[src/sv/nsc_pkg.sv]
// ----------------------------------------------------------------------------
// nsc_pkg: shared definitions for the nested size token checker
// Error codes, field widths and the control bundle that drives the stack cells.
// ----------------------------------------------------------------------------
`timescale 1ns / 1ps
`default_nettype none

package nsc_pkg;

  localparam int TOKEN_W = 16;
  localparam int ERR_W   = 3;

  localparam logic [ERR_W-1:0] ERR_NONE      = 3'd0;
  localparam logic [ERR_W-1:0] ERR_MISMATCH  = 3'd1;
  localparam logic [ERR_W-1:0] ERR_CAPACITY  = 3'd2;
  localparam logic [ERR_W-1:0] ERR_UNMATCHED = 3'd3;
  localparam logic [ERR_W-1:0] ERR_UNCLOSED  = 3'd4;
  localparam logic [ERR_W-1:0] ERR_OVERFLOW  = 3'd5;

  typedef struct packed {
    logic push;
    logic pop;
  } cell_ctl_t;

endpackage

`default_nettype wire

[src/sv/nsc_cell.sv]
// ----------------------------------------------------------------------------
// nsc_cell: one stack position
// Holds one (size, child sum) entry. On a push it takes the entry from the
// cell above, on a pop the entry from the cell below.
// ----------------------------------------------------------------------------
`timescale 1ns / 1ps
`default_nettype none

module nsc_cell #(
  parameter int SIZE_BITS = 15
) (
  input  wire logic                   clk,
  input  wire nsc_pkg::cell_ctl_t     ctl,
  input  wire logic [2*SIZE_BITS-1:0] up_i,
  input  wire logic [2*SIZE_BITS-1:0] dn_i,
  output logic      [2*SIZE_BITS-1:0] q_o
);

  logic [2*SIZE_BITS-1:0] entry_r;

  always_ff @(posedge clk) begin
    if (ctl.push) begin
      entry_r <= up_i;
    end else if (ctl.pop) begin
      entry_r <= dn_i;
    end
  end

  assign q_o = entry_r;

endmodule

`default_nettype wire

[config.mk]
export PLATFORM = sky130hd
export DESIGN_NAME = nsc_cell
export DESIGN_NICKNAME = d
export VERILOG_FILES = /design/src/sv/nsc_pkg.sv /design/src/sv/nsc_cell.sv
export SDC_FILE = /design/constraint.sdc
export NUM_CORES = 1
export LEC_CHECK = 0
export BUFFER_PORTS_ARGS = -buffer_cell sky130_fd_sc_hd__buf_2
export CAP_MARGIN = 15
export CORE_ASPECT_RATIO = 1.1
export CORE_MARGIN = 2
export CORE_UTILIZATION = 43
export CTS_CLUSTER_DIAMETER = 200
export DETAILED_ROUTE_END_ITERATION = 12
export GPL_TIMING_DRIVEN = 0
export HOLD_SLACK_MARGIN = 0.12
export PLACE_DENSITY_LB_ADDON = 0.25
export SYNTH_ARGS = -nofsm -noshare
export SYNTH_HDL_FRONTEND = slang
export SYNTH_SLANG_ARGS = --single-unit
[constraint.sdc]
create_clock -name clk -period 2.6 [get_ports clk]
set_input_delay 0.39 -clock clk [delete_from_list [all_inputs] [get_ports clk]]
set_output_delay 0.39 -clock clk [all_outputs]
set_load 0.02 [all_outputs]
# Word-level counts from Yosys, hierarchy flattened
# Index checks and enable logic that the tools add are counted.
[totals]
register_bits = 30
in_bits = 63
wordCells = 4
[classes]
mux = 2
reduce_logical = 1
[op_table]
columns = ["cell", "count"]
rows = [
  ["30-bit two-way mux", 2],
  ["2-bit nonzero test", 1],
]

# Longest topological paths before layout
# Gate-level depths: netlist of run 1.
[logic_depth]
ltp_word = 2
depth_mapped = 2
depth_no_buf = 1

# Worst setup path after synthesis of run 1
# Ideal clock, no wire load.
[synth_path]
path_kind = "input-to-reg"
from = "in ctl[1] (netlist bit)"
to = "reg entry_r[0] (netlist: q_o[0]) (enable)"
arrival_ns = 1.016
required_time_ns = 2.275
slack_ns = 1.259
path_stages = 2
n_path_buf = 1
cell_sequence = "buf_6 > or2_2"
[synth_via]
elab_chain_len = 1
[synth_rtl]
columns = ["item", "line", "text"]
rows = [
  ["start, declared", "nsc_cell.sv:13", "input wire nsc_pkg::cell_ctl_t ctl,"],
  ["2-bit nonzero test (no source line)", "--", ""],
  ["end signal, assigned", "nsc_cell.sv:23", "entry_r <= up_i;"],
  ["end signal, assigned", "nsc_cell.sv:25", "entry_r <= dn_i;"],
  ["end, declared", "nsc_cell.sv:19", "logic [2*SIZE_BITS-1:0] entry_r;"],
]
# No other way between the ends.
# A chain may end at the register's enable or synchronous reset.

# Worst setup path after layout of run 1
[layout_path]
from = "in ctl[1] (netlist bit)"
to = "reg entry_r[9] (netlist: q_o[9]) (enable)"
# Same word-level chain as after synthesis.

==> results.md, run 1 <==
- Max clock buf depth: 2
- Grt ovf: 0
- Placed Cells: 189
- Buffers added on ports: 92
- RSZ-0062 raised after global routing: no
- Overall Global Routing Usage: 0.146
- Sequential area share after synthesis: 0.705
- Yosys reg bits: 30
- Post-Syn Area: 1280 sq um
- M1 wire length: 814 um
- Synth area leader: edfxtp_1
- Setup_tns: 0 ps
- Core ar.: 2800 sq um
- Worst Tran Pin Value: 692 ps
- Worst endpoint required time: 2540 ps
- Detail Route met3 WL: 296 um
- Setup bufs post-CTS: 0
- Uppermost layer routed: met4
- Vias in the first global route: 878
- Post-Layout Inst Area: 1830 sq um
- Ant diodes: 0
- Fmax: 751 MHz
- CTS H-Tree Depth: 2
- Unique masters post-synth: 4
- Worst Setup SP: ctl[1]
- Area after DPL: 1780 sq um
- Initial DRC Count: 11
- Synth top area share: 0.705
- PostCTS Resize Cnt: 0
- DIE AREA: 3430 sq um
- Leak: 0.831 nW
- Layout Nets: 226
- Routed length per instance: 12.1 um
- Design Power: 1.07 mW
- Core Util, Final: 0.651
- Largest net degree at the start of global routing: 31
- Die W: 56.0 um
- Synth Warn #: 0
- Arrival @ worst endpoint: 1270 ps
- Max FFs per register: 30
- Initial Util: 0.456
- Root buffer cell: clkbuf_4
- CP endpoint kind: flop
- I/O pins: 93
- Tmin final: 1330 ps
- TritonCTS Buffers: 5
- Sink count of the clock tree: 30
- Final worst path period share: 0.512
- Fin. max-slew vios: 0
- Die H: 61.2 um
- Post-route insts no fill: 196
- Drt drc: 0
- Area growth, synth to finish: 42.8%
- Vias per cell: 4.55
- Min-delay src: dn_i[17]
- Type of origin of the critical path: primary input
- Vias: 892
- Std-Cell Rows: 20
- PwrDens: 585 nW/um^2
- CP endpoint: q_o[9]
- FILL cells: 221
- RePlAce Congestion: 0.668
- Fraction of layout cells with a size suffix above 1: 0.804
- Final hold violation count: 0
- DR WL met2: 1.22 mm
- Crit Path Class: primary input to flop
- Detailed Route WL: 2.37 mm
- Initial antenna violation count: 0
- Cell count after synthesis: 64
- Status: finished, final reports clean
- First-pass GRT wire length: 3.66 mm
- Setup Viol. Count Final: 0
- Syn Nets: 127
- Worst hold path class: primary input to flop
- Hold_buf cts: 0
- Dominant cells by area after synthesis: edfxtp_1 70%, mux2_2 26%, buf_6 2.6%, or2_2 0.49%
- TritonRoute pass-1 iters: 3
- Crit Path Max Fanout: 30
- CTS clk-pin slew, worst paths: 90 ps
- Maximum VDD drop: 0.384 mV
- ANT nets after route: 0
- MaxCap Viol Count: 0
- TritonCTS clock tree: built
- Slew Limit Headroom: 0.538
- Post-Syn Area per Cell: 20.0 sq um
-- layout make-up --
cell class	instances	area (sq um)	share of cell area
buffer	3	33.8	0.0185
clock buffer	7	45.0	0.0247
multi-input combinational	31	344	0.188
sequential	30	901	0.493
tap	33	41.3	0.0226
timing repair buffer	92	460	0.252
-- cell usage in the layout (no fill, tap or decap), drive strengths merged --
master,Yosys,layout
or2,1,1
buf,3,95
mux2,30,30
edfxtp,30,30
clkbuf,0,7
-- power breakdown --
group / internal (mW) / switching, mW
Clock: 0.102 / 0.136
Sequential: 0.593 / 0.0107
Combinational: 0.104 / 0.122
Total: 0.799 / 0.269
-- per-stage QoR --
step                      hold WS (ps)  setup slack [ps]
after global routing               363              1190
after detailed placement           696               929
after global placement             690               960
after floorplan                    610              1260
final                              371              1270
after CTS                          357              1270
-- cells in the mapped netlist --
library cell  count
buf_6             3
or2_2             1
edfxtp_1         30
mux2_2           30
-- cells by family after synthesis --
| group | after synthesis | synth area share |
|---|---|---|
| buffers and inverters | 3 | 0.0264 |
| flip-flops | 30 | 0.704 |
| multiplexers | 30 | 0.264 |
| AND/OR/NAND/NOR | 1 | 0.00490 |
-- worst max-delay path: stages --
cell and delay [ps]:
buf_2 140, buf_6 160, or2_2 580
-- worst min-delay path by stage --
stage / slack (ps) / end / cells past startpoint
2_1_floorplan: 610 / q_o[0] / 1
3_3_place_gp: 690 / q_o[20] / 2
3_5_place_dp: 700 / q_o[22] / 2
4_1_cts: 360 / q_o[17] / 2
5_1_grt: 360 / q_o[21] / 2
6_report: 370 / q_o[17] / 2
-- metal layers --
layer | track usage | vias to the layer above
met5 | 0 | -
met4 | 0.0816 | 0
met3 | 0.0735 | 5
met2 | 0.262 | 54
met1 | 0.139 | 384
li1 | - | 449
Note: power is estimated with default switching activity, not from simulation.
==> inputs of run 2 (changes only) <==
--- a/config.mk
+++ b/config.mk
@@ -5,11 +5,12 @@
 export SDC_FILE = /design/constraint.sdc
 export NUM_CORES = 1
 export LEC_CHECK = 0
+export ABC_AREA = 1
 export BUFFER_PORTS_ARGS = -buffer_cell sky130_fd_sc_hd__buf_2
 export CAP_MARGIN = 15
 export CORE_ASPECT_RATIO = 1.1
 export CORE_MARGIN = 2
-export CORE_UTILIZATION = 43
+export CORE_UTILIZATION = 40
 export CTS_CLUSTER_DIAMETER = 200
 export DETAILED_ROUTE_END_ITERATION = 12
 export GPL_TIMING_DRIVEN = 0
==> constraint.sdc (replaced) <==
create_clock -name clk -period 1.4 [get_ports clk]
set_input_delay 0.21 -clock clk [delete_from_list [all_inputs] [get_ports clk]]
set_output_delay 0.21 -clock clk [all_outputs]
set_load 0.02 [all_outputs]
==> run 2 against run 1 <==
Against the previous run:
- via count up 31%
- utilization down 5.1 points
- sequential power rose by 85%
- routed wire length increased by 22%
- critical path depth fell by 2
- cell area is 0.27% higher
- area after synthesis unchanged
- clock power increased by 96%
- count of clock-buffer cells in the layout fell by 2
- critical path type is now flop to output pin
- largest cell class unchanged
- largest power group unchanged
- highest routed layer unchanged
==> results.md, run 2 <==
- TritonCTS Buffers: 5 (unchanged)
- Net Sw Frac: 0.283 (+0.0311)
- Post-route insts no fill: 262 (+34%)
- Synth Warn #: 0 (unchanged)
- Drt drc: 0 (unchanged)
- Grt ovf: 0 (unchanged)
- Initial DRC Count: 37 (+26)
- Root buffer cell: clkbuf_4
- Die W: 57.9 um (+3.4%)
- Gate power share: 0.209 (-0.002)
- Dominant cells by area after synthesis: edfxtp_1 70%, nand2_1 26%, buf_2 2.3%, or2_2 0.49%, inv_2 0.29%
- Hold_buf cts: 0 (unchanged)
- DIE AREA: 3670 sq um (+7.0%)
- Most frequent cells after synthesis: 90 x nand2_1, 30 x edfxtp_1, 6 x buf_2
- Cells along the critical path: buf_2
- Switching power: 569 uW (+110%)
- Setup bufs post-CTS: 0 (unchanged)
- Buffers added on ports: 92 (unchanged)
- Leak: 0.996 nW (+20%)
- Synth Area in Compound Gates: 0 (unchanged)
- Post-Synth XOR/XNOR Area: 0 (unchanged)
- M1 wire length: 1.16 mm (+43%)
- Max FFs per register: 30 (unchanged)
- RSZ-0062 raised after global routing: no
- TritonRoute pass-1 iters: 6 (+3)
- Post-Syn Area: 1280 sq um (unchanged)
- Worst endpoint required time: 1190 ps (-1350 ps)
- Crit Path Class: flop to output pin
- Adder-Cell Fraction of Synth Area: 0 (unchanged)
- Detail Route met3 WL: 264 um (-11%)
- Synth top area share: 0.705 (unchanged)
- Commonest non-fill, non-tap cell in the layout: buf_2
- Bufs and invs on worst path: 1 (-1)
- Worst Setup SP: q_o[4]
- Crit Path Max Fanout: 1 (-97%)
- Vias per cell: 4.45 (-2.1%)
- CP endpoint kind: output pin
- MaxCap Viol Count: 0 (unchanged)
- Vias: 1167 (+31%)
- Most frequent cell after synthesis: nand2_1
- Critical path's top delay family: flip-flops
- Initial Util: 0.420 (-0.0367)
- Final worst path period share: 0.778
- Area growth, synth to finish: 43.2%
- Arrival @ worst endpoint: 880 ps (-390 ps)
- Min-delay src: dn_i[28]
- Tmin final: 1090 ps
- Fraction of layout cells with a size suffix above 1: 0.461 (-0.343)
- Overall Global Routing Usage: 0.176 (+0.0296)
- Uppermost layer routed: met4
- Dpl hpwl: 2.15 mm
- Yosys reg bits: 30 (unchanged)
- Vias in the first global route: 1155 (+32%)
- Max clock buf depth: 2 (unchanged)
- PwrDens: 1100 nW/um^2 (+88%)
- Most frequent cells in the layout: 98 x buf_2, 90 x nand2_1, 30 x edfxtp_1
- RePlAce Congestion: 0.675 (+0.94%)
- Std-Cell Rows: 21 (+5.0%)
- Largest family of logic cells by synthesized area: simple AND/OR/NAND/NOR gates
- Synth area leader: edfxtp_1
- Cell count after synthesis: 128 (+100%)
- Worst Hold Margin: 138 ps (-233 ps)
- Pre-CTS WS: 68.6 ps (-861 ps)
- Initial antenna violation count: 0 (unchanged)
- First-pass GRT wire length: 4.79 mm (+31%)
- CP max stage delay: 380 ps (-200 ps)
- Sink count of the clock tree: 30 (unchanged)
- Layout Nets: 290 (+28%)
- Placed Cells: 254 (+34%)
- Worst Tran Pin Value: 689 ps (-2.96 ps)
- Setup Viol. Count Final: 0 (unchanged)
- Post-synth ARST share: 0 (unchanged)
- Synth Area in Simple Gates: 0.269 (+0.264)
- Setup_tns: 0 ps (unchanged)
- Area after DPL: 1780 sq um (about the same)
- Maximum VDD drop: 0.701 mV (+83%)
- Int Pwr: 1.44 mW (+80%)
- Clk pwr share: 0.232 (+0.009)
- Ant diodes: 0 (unchanged)
- Post-Layout Inst Area: 1830 sq um (+0.27%)
- DR WL met2: 1.40 mm (+15%)
- Fin worst setup slack: 311 ps (-958 ps)
- Worst hold path class: primary input to flop
- Slew Limit Headroom: 0.540 (+0.00197)
- PostCTS Resize Cnt: 0 (unchanged)
- Detailed Route WL: 2.88 mm (+22%)
- Syn Nets: 191 (+50%)
- TritonCTS clock tree: built
- Fin. max-slew vios: 0 (unchanged)
- CTS clk-pin slew, worst paths: 90 ps (about the same)
- Post-Syn Area per Cell: 9.99 sq um (-50%)
- Final hold violation count: 0 (unchanged)
- Routed length per instance: 11.0 um (-8.9%)
- Sequential power share: 0.559 (-0.006)
- Status: finished, final reports clean
- ANT nets after route: 0 (unchanged)
- CTS H-Tree Depth: 2 (unchanged)
- FILL cells: 295 (+33%)
- Design Power: 2.01 mW (+88%)
- Core Util, Final: 0.601 (-0.0508)
- Mux contribution to synthesized area: 0 (-0.264)
- I/O pins: 93 (unchanged)
- Fmax: 919 MHz
- EDFF count, synth: 30 (unchanged)
- Core ar.: 3050 sq um (+8.7%)
- Largest net degree at the start of global routing: 31 (unchanged)
- Type of origin of the critical path: flop
- Sequential area share after synthesis: 0.705 (unchanged)
- Die H: 63.3 um (+3.4%)
- Synth Flop Type: edfxtp_1
- Unique masters post-synth: 5 (+1)
- Slowest-stage cell, CP: edfxtp_1
==> run 2: cell types whose count changed after synthesis, sizes merged <==
cell,change
mux2,-30
nand2,+90
inv,+1
buf,+3
==> run 2: kinds of logic (layout without fill, tap and decap cells) <==
| family | count (synthesis) | count (layout) |
|---|---|---|
| buffers and inverters | 7 | 107 |
| and+or+nand+nor | 91 | 91 |
| DFF | 30 | 30 |
==> run 2: path summary, 6_finish.rpt <==
check / endpoint / slack (ps) / cells after the start
max: q_o[4] / 310 / 1
min: q_o[28] / 140 / 3
==> run 2: cell type report <==
cell class	count	area (sq um)	area share
multi-input combinational	91	344	0.188
timing repair buffer	92	460	0.252
buffer	6	30.0	0.0164
clock inverter	3	11.3	0.00615
tap	34	42.5	0.0232
inverter	1	3.75	0.00205
sequential	30	901	0.492
clock buffer	5	37.5	0.0205
==> run 2: power groups by stage <==
stage	sequential (mW)	combinational, mW	clock, mW
2_1_floorplan	1.28	0.0937	0
5_1_grt	1.13	0.464	0.527
4_1_cts	1.12	0.426	0.475
6_report	1.12	0.420	0.466
3_5_place_dp	1.14	0.426	0
3_3_place_gp	1.14	0.421	0
==> run 2: metal layers <==
metal	vias up	track usage
met2	60	0.300
met5	-	0
li1	605	-
met4	0	0.0959
met1	494	0.190
met3	8	0.0534
